$ cat config.mk
export PLATFORM = sky130hd
export DESIGN_NAME = edid_base_block_generator
export DESIGN_NICKNAME = d
export VERILOG_FILES = /design/src/rtl/edidbb_pkg.sv /design/src/rtl/edidbb_ram.sv /design/src/rtl/edid_base_block_generator.sv
export SDC_FILE = /design/constraint.sdc
export NUM_CORES = 2
export LEC_CHECK = 0
export ABC_AREA = 1
export BUFFER_PORTS_ARGS = -buffer_cell sky130_fd_sc_hd__buf_2
export CORE_MARGIN = 1
export CORE_UTILIZATION = 55
export CTS_CLUSTER_DIAMETER = 100
export CTS_CLUSTER_SIZE = 10
export DETAILED_ROUTE_END_ITERATION = 16
export GPL_ROUTABILITY_DRIVEN = 0
export PLACE_DENSITY = 0.71
export REMOVE_ABC_BUFFERS = 1
export SLEW_MARGIN = 20
export SYNTH_ARGS = -nofsm -noshare
export SYNTH_HDL_FRONTEND = slang
export SYNTH_SLANG_ARGS = --single-unit
export TNS_END_PERCENT = 1
$ cat constraint.sdc
create_clock -name clk -period 8.2 [get_ports clk]
set_input_delay 0 -clock clk [delete_from_list [all_inputs] [get_ports clk]]
set_output_delay 0 -clock clk [all_outputs]
set_load 0.05 [all_outputs]
$ cat src/rtl/edidbb_pkg.sv
`timescale 1ns / 1ps
// ----------------------------------------------------------------------------
// EDID base block package
// Widths, fixed layout bytes and the monitor name for the EDID block server.
// ----------------------------------------------------------------------------
package edidbb_pkg;

  localparam int IMG_WIDTH  = 8;
  localparam int IMG_DEPTH  = 128;
  localparam int ADDR_W     = $clog2(IMG_DEPTH);

  localparam int VENDOR_W   = 15;
  localparam int COUNT_W    = 2;
  localparam int SIZE_W     = 12;
  localparam int RATE_W     = 8;
  localparam int CFG_DATA_W = 15;
  localparam int CFG_IDX_W  = 3;

  localparam int TOTAL_W    = 13;
  localparam int BLANK_W    = 7;
  localparam int AREA_W     = 2 * TOTAL_W;
  localparam int PROD_W     = AREA_W + RATE_W;
  localparam int PCLK_W     = 16;

  // divide by 10000 = 16 * 625: drop four bits, then multiply by
  // ceil(2^39 / 625); exact for every 30-bit dividend
  localparam int                 DIV_SHIFT    = 4;
  localparam int                 QUOT_IN_W    = PROD_W - DIV_SHIFT;
  localparam int                 RECIP_W      = 30;
  localparam int                 RECIP_SHIFT  = 39;
  localparam int                 RECIP_PROD_W = QUOT_IN_W + RECIP_W;
  localparam logic [RECIP_W-1:0] RECIP        = 30'd879609303;

  localparam logic [ADDR_W-1:0] DESC_BASE = 7'd54;
  localparam logic [ADDR_W-1:0] DESC_END  = 7'd126;
  localparam logic [ADDR_W-1:0] LAST_ADDR = 7'd127;
  localparam int                DESC_LEN  = 18;

  localparam logic [7:0] TAG_NAME    = 8'hFC;
  localparam logic [7:0] TAG_DUMMY   = 8'h10;
  localparam logic [7:0] HSYNC_OFS   = 8'd8;
  localparam logic [7:0] HSYNC_WIDTH = 8'd32;
  localparam logic [7:0] VSYNC_PACK  = 8'h22;
  localparam logic [7:0] SIZE_H_MM   = 8'd119;
  localparam logic [7:0] SIZE_V_MM   = 8'd66;
  localparam logic [7:0] SYNC_FLAGS  = 8'h1A;

  localparam logic [7:0] NAME_ROM [13] = '{
    8'h56, 8'h52, 8'h20, 8'h44, 8'h49, 8'h53, 8'h50,
    8'h4C, 8'h41, 8'h59, 8'h0A, 8'h20, 8'h20
  };

  typedef enum logic [CFG_IDX_W-1:0] {
    REG_VENDOR   = 3'd0,
    REG_COUNT    = 3'd1,
    REG_W0       = 3'd2,
    REG_H0       = 3'd3,
    REG_R0       = 3'd4,
    REG_W1       = 3'd5,
    REG_H1       = 3'd6,
    REG_R1       = 3'd7
  } cfg_reg_t;

  // hblank = 40 + 32 - (w + 40) mod 32
  function automatic logic [BLANK_W-1:0] hblank_of(input logic [SIZE_W-1:0] w);
    logic [4:0] lo;
    lo = w[4:0] + 5'd8;
    return 7'd72 - {2'b00, lo};
  endfunction

  // vblank = 52 + 32 - (h + 52) mod 32
  function automatic logic [BLANK_W-1:0] vblank_of(input logic [SIZE_W-1:0] h);
    logic [4:0] lo;
    lo = h[4:0] + 5'd20;
    return 7'd84 - {2'b00, lo};
  endfunction

endpackage

$ cat src/rtl/edidbb_ram.sv
`timescale 1ns / 1ps
// ----------------------------------------------------------------------------
// Generic RAM
// One write port and one read port, read data registered.
// ----------------------------------------------------------------------------
module edidbb_ram import edidbb_pkg::*; #(
  parameter int WIDTH = IMG_WIDTH,
  parameter int DEPTH = IMG_DEPTH,
  localparam int AW   = $clog2(DEPTH)
) (
  input  logic             clk,
  input  logic             we,
  input  logic [AW-1:0]    wr_addr,
  input  logic [WIDTH-1:0] wr_data,
  input  logic             rd_en,
  input  logic [AW-1:0]    rd_addr,
  output logic [WIDTH-1:0] rd_data
);

  logic [WIDTH-1:0] mem [DEPTH];

  always_ff @(posedge clk) begin
    if (we) begin
      mem[wr_addr] <= wr_data;
    end
    if (rd_en) begin
      rd_data <= mem[rd_addr];
    end
  end

endmodule

$ cat src/rtl/edid_base_block_generator.sv
`timescale 1ns / 1ps
// ----------------------------------------------------------------------------
// EDID base block generator
// Serves the 128-byte EDID 1.3 base block one byte per address read.
//
// Input channel: in_valid / in_ready carry byte_address. Output channel:
// out_valid / out_ready carry byte_value, one result per transfer, in order.
// Configuration: cfg_write with cfg_index and cfg_data writes one register.
//
// The whole block is kept as an image in a 128 x 8 RAM. After reset and
// after every configuration write the image is rebuilt: per mode ST_AREA
// forms htotal * vtotal, ST_PROD the rate product and ST_DIV the division
// by 10000 as a reciprocal multiplication, then ST_FILL writes the image
// with the running checksum landing at byte 127. During a rebuild in_ready
// stays low; a write during a rebuild restarts it.
//
// Once built, one address is taken per cycle while the output stage has
// room. The byte goes through the RAM read register and then the output
// register before it is presented, and can leave at the following edge.
// A two-entry output stage absorbs a stalled receiver; in_ready drops only
// once both entries and the read in flight would be full.
// ----------------------------------------------------------------------------
module edid_base_block_generator import edidbb_pkg::*; (
  input  logic                  clk,
  input  logic                  rst,
  input  logic                  cfg_write,
  input  logic [CFG_IDX_W-1:0]  cfg_index,
  input  logic [CFG_DATA_W-1:0] cfg_data,
  input  logic                  in_valid,
  output logic                  in_ready,
  input  logic [ADDR_W-1:0]     byte_address,
  output logic                  out_valid,
  input  logic                  out_ready,
  output logic [7:0]            byte_value
);

  typedef enum logic [2:0] {
    ST_AREA,
    ST_PROD,
    ST_DIV,
    ST_FILL,
    ST_READY
  } state_t;

  state_t state;

  logic [VENDOR_W-1:0] vendor_code;
  logic [COUNT_W-1:0]  mode_count;
  logic [SIZE_W-1:0]   mode_w [2];
  logic [SIZE_W-1:0]   mode_h [2];
  logic [RATE_W-1:0]   mode_r [2];
  logic [PCLK_W-1:0]   pclk   [2];

  logic                mode_sel;
  logic [AREA_W-1:0]   area;
  logic [PROD_W-1:0]   prod;
  logic [ADDR_W-1:0]   fill_addr;
  logic [1:0]          desc_idx;
  logic [4:0]          desc_off;
  logic [7:0]          sum;

  // calculation unit
  logic [SIZE_W-1:0]       calc_w, calc_h;
  logic [TOTAL_W-1:0]      htotal, vtotal;
  logic [RECIP_PROD_W-1:0] recip_prod;
  logic [PCLK_W-1:0]       pclk_calc;

  always_comb begin
    calc_w     = mode_w[mode_sel];
    calc_h     = mode_h[mode_sel];
    htotal     = {1'b0, calc_w} + {{(TOTAL_W-BLANK_W){1'b0}}, hblank_of(calc_w)};
    vtotal     = {1'b0, calc_h} + {{(TOTAL_W-BLANK_W){1'b0}}, vblank_of(calc_h)};
    recip_prod = RECIP_PROD_W'(prod[PROD_W-1:DIV_SHIFT]) * RECIP_PROD_W'(RECIP);
    pclk_calc  = recip_prod[RECIP_SHIFT +: PCLK_W];
  end

  // image byte generation
  logic               k;
  logic               k_active;
  logic [SIZE_W-1:0]  dw, dh;
  logic [BLANK_W-1:0] dhb, dvb;
  logic [PCLK_W-1:0]  dclk;
  logic [3:0]         name_idx;
  logic [7:0]         gen_byte;
  logic [7:0]         head_byte;
  logic [7:0]         desc_byte;

  always_comb begin
    k         = desc_idx[1];
    k_active  = k ? (mode_count[1] == 1'b1) : (mode_count != '0);
    dw        = mode_w[k];
    dh        = mode_h[k];
    dhb       = hblank_of(dw);
    dvb       = vblank_of(dh);
    dclk      = pclk[k];
    name_idx  = 4'(desc_off - 5'd5);

    unique case (fill_addr)
      7'd1, 7'd2, 7'd3, 7'd4, 7'd5, 7'd6: head_byte = 8'hFF;
      7'd8:  head_byte = {1'b0, vendor_code[14:8]};
      7'd9:  head_byte = vendor_code[7:0];
      7'd10: head_byte = 8'h01;
      7'd18: head_byte = 8'h01;
      7'd19: head_byte = 8'h03;
      7'd20: head_byte = 8'h80;
      7'd23: head_byte = 8'h78;
      7'd24: head_byte = 8'hE2;
      default: begin
        head_byte = (fill_addr >= 7'd38 && fill_addr < DESC_BASE) ? 8'h01 : 8'h00;
      end
    endcase

    desc_byte = 8'h00;
    if (!k_active) begin
      if (desc_off == 5'd3) begin
        desc_byte = TAG_DUMMY;
      end
    end else if (desc_idx[0]) begin
      if (desc_off == 5'd3) begin
        desc_byte = TAG_NAME;
      end else if (desc_off >= 5'd5) begin
        desc_byte = NAME_ROM[name_idx];
      end
    end else begin
      case (desc_off)
        5'd0:  desc_byte = dclk[7:0];
        5'd1:  desc_byte = dclk[15:8];
        5'd2:  desc_byte = dw[7:0];
        5'd3:  desc_byte = {1'b0, dhb};
        5'd4:  desc_byte = {dw[11:8], 4'h0};
        5'd5:  desc_byte = dh[7:0];
        5'd6:  desc_byte = {1'b0, dvb};
        5'd7:  desc_byte = {dh[11:8], 4'h0};
        5'd8:  desc_byte = HSYNC_OFS;
        5'd9:  desc_byte = HSYNC_WIDTH;
        5'd10: desc_byte = VSYNC_PACK;
        5'd11: desc_byte = 8'h0C;
        5'd12: desc_byte = SIZE_H_MM;
        5'd13: desc_byte = SIZE_V_MM;
        5'd17: desc_byte = SYNC_FLAGS;
        default: desc_byte = 8'h00;
      endcase
    end

    gen_byte = (fill_addr >= DESC_BASE && fill_addr < DESC_END) ? desc_byte : head_byte;
  end

  // configuration registers
  always_ff @(posedge clk) begin
    if (rst) begin
      vendor_code <= '0;
      mode_count  <= '0;
      mode_w[0]   <= 12'd1920;
      mode_h[0]   <= 12'd1080;
      mode_r[0]   <= 8'd60;
      mode_w[1]   <= 12'd1920;
      mode_h[1]   <= 12'd1080;
      mode_r[1]   <= 8'd60;
    end else if (cfg_write) begin
      unique case (cfg_reg_t'(cfg_index))
        REG_VENDOR: vendor_code <= cfg_data[VENDOR_W-1:0];
        REG_COUNT:  mode_count  <= cfg_data[COUNT_W-1:0];
        REG_W0:     mode_w[0]   <= cfg_data[SIZE_W-1:0];
        REG_H0:     mode_h[0]   <= cfg_data[SIZE_W-1:0];
        REG_R0:     mode_r[0]   <= cfg_data[RATE_W-1:0];
        REG_W1:     mode_w[1]   <= cfg_data[SIZE_W-1:0];
        REG_H1:     mode_h[1]   <= cfg_data[SIZE_W-1:0];
        REG_R1:     mode_r[1]   <= cfg_data[RATE_W-1:0];
        default: ;
      endcase
    end
  end

  // rebuild sequencer
  logic             ram_we;
  logic [7:0]       ram_wdata;

  always_comb begin
    ram_we    = (state == ST_FILL);
    ram_wdata = (fill_addr == LAST_ADDR) ? 8'(8'd0 - sum) : gen_byte;
  end

  always_ff @(posedge clk) begin
    if (rst || cfg_write) begin
      state    <= ST_AREA;
      mode_sel <= 1'b0;
    end else begin
      unique case (state)
        ST_AREA: begin
          area  <= AREA_W'(htotal) * AREA_W'(vtotal);
          state <= ST_PROD;
        end
        ST_PROD: begin
          prod  <= PROD_W'(area) * PROD_W'(mode_r[mode_sel]);
          state <= ST_DIV;
        end
        ST_DIV: begin
          pclk[mode_sel] <= pclk_calc;
          if (mode_sel) begin
            fill_addr <= '0;
            desc_idx  <= '0;
            desc_off  <= '0;
            sum       <= '0;
            state     <= ST_FILL;
          end else begin
            mode_sel <= 1'b1;
            state    <= ST_AREA;
          end
        end
        ST_FILL: begin
          sum       <= sum + gen_byte;
          fill_addr <= fill_addr + 7'd1;
          if (fill_addr >= DESC_BASE) begin
            if (desc_off == 5'(DESC_LEN - 1)) begin
              desc_off <= '0;
              desc_idx <= desc_idx + 2'd1;
            end else begin
              desc_off <= desc_off + 5'd1;
            end
          end
          if (fill_addr == LAST_ADDR) begin
            state <= ST_READY;
          end
        end
        ST_READY: ;
        default: state <= ST_AREA;
      endcase
    end
  end

  // read path and output stage
  logic       in_xfer;
  logic       pop;
  logic       rd_pend;
  logic [7:0] rd_data;
  logic       skid_valid;
  logic [7:0] skid_data;
  logic [1:0] occ;

  always_comb begin
    pop      = out_valid && out_ready;
    occ      = {1'b0, out_valid} + {1'b0, skid_valid} + {1'b0, rd_pend};
    in_ready = (state == ST_READY) && ((occ < 2'd2) || (pop && occ == 2'd2));
    in_xfer  = in_valid && in_ready;
  end

  edidbb_ram #(
    .WIDTH (IMG_WIDTH),
    .DEPTH (IMG_DEPTH)
  ) u_image (
    .clk     (clk),
    .we      (ram_we),
    .wr_addr (fill_addr),
    .wr_data (ram_wdata),
    .rd_en   (in_xfer),
    .rd_addr (byte_address),
    .rd_data (rd_data)
  );

  always_ff @(posedge clk) begin
    if (rst) begin
      rd_pend    <= 1'b0;
      out_valid  <= 1'b0;
      skid_valid <= 1'b0;
    end else begin
      rd_pend <= in_xfer;
      if (!out_valid || pop) begin
        if (skid_valid) begin
          byte_value <= skid_data;
          out_valid  <= 1'b1;
          skid_valid <= rd_pend;
          skid_data  <= rd_data;
        end else if (rd_pend) begin
          byte_value <= rd_data;
          out_valid  <= 1'b1;
        end else begin
          out_valid <= 1'b0;
        end
      end else if (rd_pend) begin
        skid_data  <= rd_data;
        skid_valid <= 1'b1;
      end
    end
  end

endmodule

**Yosys cells after proc, flatten, opt, wreduce, memory -nomap -nowiden**

Memory sizes are Yosys's and may differ from the RTL's. A register that Yosys moved wholly into a read port is not among the register bits.
Cells that the tools add are included.

- Shift-type cells: 0
- Magnitude comparators: 7
- Bitwise gates (word level): 10
- Div/mod/pow operators: 0
- Reduce and logical (&&, ||, !) cells: 29
- Mux-type cells: 83
- Multipliers: 3
- Equal/unequal tests: 46
- Add/subtract/negate cells: 18

Operators by type and width:

| operator | number |
|---|---|
| two-way mux 8 bit | 15 |
| case mux 8 bit (15 select lines) | 1 |
| case mux 8 bit (8 select lines) | 1 |
| multiplier 30 x 30 -> 55 bit (second input constant) | 1 |
| two-way mux 12 bit | 4 |
| two-way mux 1 bit | 47 |
| equality test 7 x 5 -> 1 bit (second input constant) | 5 |
| multiplier 26 x 8 -> 34 bit | 1 |
| equality test 5 x 4 -> 1 bit (second input constant) | 6 |
| subtractor 7 x 5 -> 7 bit (first input constant) | 4 |
| adder 12 x 7 -> 13 bit | 2 |
| multiplier 13 x 13 -> 26 bit | 1 |
| equality test 7 x 3 -> 1 bit (second input constant) | 3 |
| equality test 7 x 4 -> 1 bit (second input constant) | 3 |
| equality test 5 x 3 -> 1 bit (second input constant) | 4 |
| two-way mux 5 bit | 4 |
| case mux 8 bit (2 select lines) | 1 |
| equality test 3 bit (second input constant) | 5 |
| case mux 3 bit (5 select lines) | 1 |
| equality test 7 x 2 -> 1 bit (second input constant) | 2 |
| >= comparator 7 x 6 -> 1 bit (second input constant) | 2 |
| case mux 7 bit (2 select lines) | 1 |
| equality test 3 x 2 -> 1 bit (second input constant) | 4 |
| adder 5 x 4 -> 5 bit (second input constant) | 2 |
| 43 further kinds | 76 |

- Bits in registers: 122
- Memory bits (writable): 1120
- ROM bits: 128
- Output and inout port bits: 10
- Input bits: 30
- Memories kept: 6
- Bits in latches: 0

Memory list:

| name | depth | width | rd ports | clocked after Yosys merged registers in | write ports | RTL line | text |
|---|---|---|---|---|---|---|---|
| u_image.mem | 128 | 8 | 1 | 1 | 1 | edidbb_ram.sv:20 | `logic [WIDTH-1:0] mem [DEPTH];` |
| (name not given) | 16 | 8 | 1 | 0 | 0 | edid_base_block_generator.sv:122 | `desc_byte = NAME_ROM[name_idx];` |
| pclk | 2 | 16 | 1 | 1 | 1 | edid_base_block_generator.sv:52 | `logic [PCLK_W-1:0] pclk [2];` |
| mode_h | 2 | 12 | 2 | 2 | 2 | edid_base_block_generator.sv:50 | `logic [SIZE_W-1:0] mode_h [2];` |
| mode_w | 2 | 12 | 2 | 2 | 2 | edid_base_block_generator.sv:49 | `logic [SIZE_W-1:0] mode_w [2];` |
| mode_r | 2 | 8 | 1 | 1 | 2 | edid_base_block_generator.sv:51 | `logic [RATE_W-1:0] mode_r [2];` |

**Longest topological paths before layout**

- Word-level depth: 12
- Depth in mapped cells: 40
- Mapped depth without buffers: 36

**Hierarchy**

Synthesis repeated with hierarchy kept, for this count alone.

- Cell total of the unflattened synthesis: 8178
- Area total of the unflattened synthesis: 80766.2 um2

Modules (own cells, without submodules):

| module | cells an instance | area an instance (um2) | sequential area each (um2) | times used |
|---|---|---|---|---|
| edidbb_ram | 3575 | 42184.2 | 30989.7 | 1 |
| edid_base_block_generator | 4603 | 38582.0 | 6165.9 | 1 |

**Least setup slack after synthesis**

Ideal clock, no wire load.

- Path kind: flip-flop to flip-flop
- From: register fill_addr[3]
- To: memory u_image.mem[0][2] in the netlist's numbering, data pin
- Setup slack: 656 ps
- Setup time: 1197 ps
- Path buffers: 1
- Stages on the path, launching flop included: 8
- Data arrival time: 6348 ps
- Data required time: 7003 ps
- Path through: edfxtp_1 -> nand2_1 -> nor2_1 -> inv_1 -> nor2_1 -> inv_1 -> clkbuf_1 -> o21ai_0

- Word-level cells in the longest chain between the ends: 5
- Elaborated cells on any way between the ends: 23

RTL lines:

| what | RTL line | text |
|---|---|---|
| start: declaration | edid_base_block_generator.sv:57 | `logic [ADDR_W-1:0] fill_addr;` |
| start signal: assignment | edid_base_block_generator.sv:212 | `fill_addr <= fill_addr + 7'd1;` |
| equality test 7 x 1 -> 1 bit (tied with other cells) | edid_base_block_generator.sv:98 | `unique case (fill_addr)` |
| OR reduction 6 bit / OR reduction 2 bit (equally long branches) | n/a |  |
| case mux 8 bit (8 select lines) | edid_base_block_generator.sv:98 |  |
| two-way mux 8 bit | edid_base_block_generator.sv:145 | `gen_byte = (fill_addr >= DESC_BASE && fill_addr < DESC_END) ? desc_byte : head_byte;` |
| two-way mux 8 bit (*) | edid_base_block_generator.sv:180 | `ram_wdata = (fill_addr == LAST_ADDR) ? 8'(8'd0 - sum) : gen_byte;` |
| net ram_wdata[2] | edid_base_block_generator.sv:176 | `logic [7:0] ram_wdata;` |
| end: declaration | edidbb_ram.sv:20 |  |

The timed path passes the listed nets; every way through them passes the cells marked *.

==> results.toml <==
[sta]
worstMarginPinSlew_ps = 1240
rsz0062_at_grt = "no"
max-slew-margin-rel = 0.170
setup_tns_ps = 0
finalClockSkew_ps = 54.7
slew_viol_final = 0
finalHoldViolCount = 0
fin_crit_sh = 0.905
min_period_ps = 7420
max_freq_mhz = 135
setup_viol = 0

[global_routing]
grt_max_degree = 224
grt_pass1_vias = 57700
grt_use_total = 0.288
grt_overflow = 0
grt_pass1_wl_um = 326000
antenna_found_initial = 10

[yosys]
synthFlopType = "edfxtp_1"
synth_seq_area_share = 0.463
ys_warn_count = 0
ys_seq_elements = 1246
synth_edf_count = 1220
syn_inst = 8108
async_flop_share = 0
synth_area_per_cell_um2 = 9.89
synth_area_um2 = 80200
synth_cell_type_count = 55

[critical_path]
crit_family = "adder cells"
critPathSlowestCell = "fa_1"
critPathMaxFanout = 21
criticalPathCategory = "register to register"
path_common_cell = "fa_1"
slowest_delay_ps = 620
worst-path-buf-inv = 5
cp-start-kind = "register"
cp.arrival_ps = 7930
cp-end-kind = "register"
worstPathRequired_ps = 8710

[cts]
cts_root_buffer = "clkbuf_16"
post_cts_buffers = 0
cts_sinks = 1246
path_clk_slew_ps = 60
cts_max_level = 4
cts_buffers = 145
clock_path_buffers = 3
insertion_delay_ps = 790
cts_tree = "yes"

[floorplanning]
initial_core_util = 0.556
die_w_um = 384
ios = 40
rows = 139
dieArea_um2 = 147000
core_um2 = 144000
die_h_um = 384

[min_path]
hold_class = "input pin to register"
min_from = "cfg_data[9]"

[place]
dpl.hpwl_um = 146000
port-buffer-count = 39

[finish]
n_fill_cell = 11500
multiInputGateArea_um2 = 37500
seqCellArea_um2 = 37200
drive_above_1_share = 0.0433
syn_to_final_growth_pct = 8.28
final_nets = 9284

[run_status]
outcome = "complete, no violations"

[route]
vias = 57500
drtAntennaViolNets = 0
firstDrtPassIters = 6
drt_wl_total_um = 210000
routed_via_density = 5.70
wire_per_inst_um = 20.8
drc_errors = 0
drt_iter0_markers = 6230

[run]
maxCapViolations = 0
## path summary, 6_finish.rpt
kind,depth (start not counted),to,slack (ps)
worst max-delay path,30,area[22]$_DFFE_PP_,780
worst min-delay path,4,mode_w[0][9]$_DFFE_PP_,170
worst max register to register,30,area[22]$_DFFE_PP_,780
worst min register to register,0,skid_data[2]$_DFFE_PP_,450
## cell families after synthesis
kind of cell,after synthesis,share of synthesized area
buffers and inverters,1512,0.0727
AOI/OAI and AO/OA,428,0.0289
and+or+nand+nor,3747,0.197
DFF,1246,0.463
xor gates and xnor gates,71,0.00827
other,2,0.0000936
adders and majority gates,1102,0.230
## layout by cell type (no fill, tap or decap), types with 14 or more instances in the layout
master / Yosys / layout
nand2_2: 12 / 15
nand2_1: 2026 / 2017
o21bai_1: 16 / 16
dfxtp_1: 26 / 25
conb_1: 2 / 30
nand4_1: 37 / 37
inv_1: 1227 / 1225
fa_1: 620 / 620
o21ai_0: 166 / 162
nor3_1: 33 / 31
a21oi_1: 191 / 191
buf_4: 0 / 49
xor2_1: 44 / 44
clkbuf_16: 0 / 147
ha_1: 482 / 482
xnor2_1: 23 / 23
inv_2: 15 / 14
clkbuf_1: 127 / 15
or2_2: 22 / 22
edfxtp_1: 1220 / 1220
dlygate4sd3_1: 0 / 44
nor2_1: 508 / 506
buf_2: 101 / 36
nand3_1: 1073 / 1073
## stage by stage
| stage | setup slack [ps] | utilization | cell area [um2] | cells | hold WS (ps) |
|---|---|---|---|---|---|
| floorplan | 722 | - | 79200 | 7870 | 69.1 |
| global placement | 849 | 0.571 | 82300 | 9864 | 235 |
| detailed placement | 754 | 0.571 | 82300 | 9864 | 258 |
| CTS | 730 | 0.602 | 86800 | 10100 | 79.4 |
| global route | 201 | 0.602 | 86800 | 10100 | 120 |
| finish | 776 | 0.602 | 86800 | 10100 | 170 |
## synthesized netlist by cell type, types with 4 or more instances
cell type,count,area [um2]
a21o_1,6,45.0
dfxtp_1,26,521
o21ai_1,9,45.0
a21oi_1,191,956
o21ai_2,4,35.0
buf_1,35,131
nand2_1,2026,7600
nand4_1,37,231
nor3_1,33,165
inv_1,1227,4610
xnor2_1,23,201
ha_1,482,6030
o21ai_0,166,831
nand3_2,5,50.1
nand2_2,12,75.1
buf_2,101,505
o21bai_1,16,120
a21boi_0,4,30.0
nand3_1,1073,5370
o21a_1,10,75.1
xor2_1,44,385
clkbuf_1,127,477
inv_2,15,56.3
edfxtp_1,1220,36600
fa_1,620,12400
a31oi_1,4,25.0
nor2_1,508,1910
clkinv_1,4,15.0
a211oi_1,5,37.5
nand3b_1,10,75.1
or2_2,22,138
## metal layers
layer  vias up  global-route usage  routed length (um)
li1      26400                   -                   -
met1     28000               0.396               84700
met2      2714               0.458               97800
met3       459              0.0530               19300
met4         4               0.104                7840
met5         -                   0                  32
## state kept, by name (all words and copies together) (netlist names), 3 cells and up, named ones only
register	cells
u_image.mem	1024
byte_value	8
vendor_code	15
mode_h	24
desc_off	5
u_image.rd_data	8
sum	8
pclk	32
fill_addr	7
area	24
prod	30
skid_data	8
state	3
mode_r	16
mode_w	24
## final cells by class
class / instances / share of cell area
Inverter: 1246 / 0.0541
Tap cell: 1903 / 0.0274
Multi-Input combinational cell: 5378 / 0.431
Sequential cell: 1246 / 0.428
Clock buffer: 162 / 0.0430
Clock inverter: 17 / 0.00379
Timing Repair Buffer: 135 / 0.0125
Antenna cell: 2 / 0.0000576
## tightest hold or removal path, delay by kind of cell
| kind | cells | cell delay [ps] |
|---|---|---|
| and+or+nand+nor | 1 | 100 |
| buffers and inverters | 3 | 720 |
## repair_timing
action / in CTS / in global routing
gates resized for setup: 0 / 1
hold buffers: 44 / 0
endpoints found under the hold margin: 148 / 0
setup endpoints to repair: 0 / 1
Power is not shown: default switching activity piles up to over one toggle a cycle in this logic, so the estimate is an artifact.
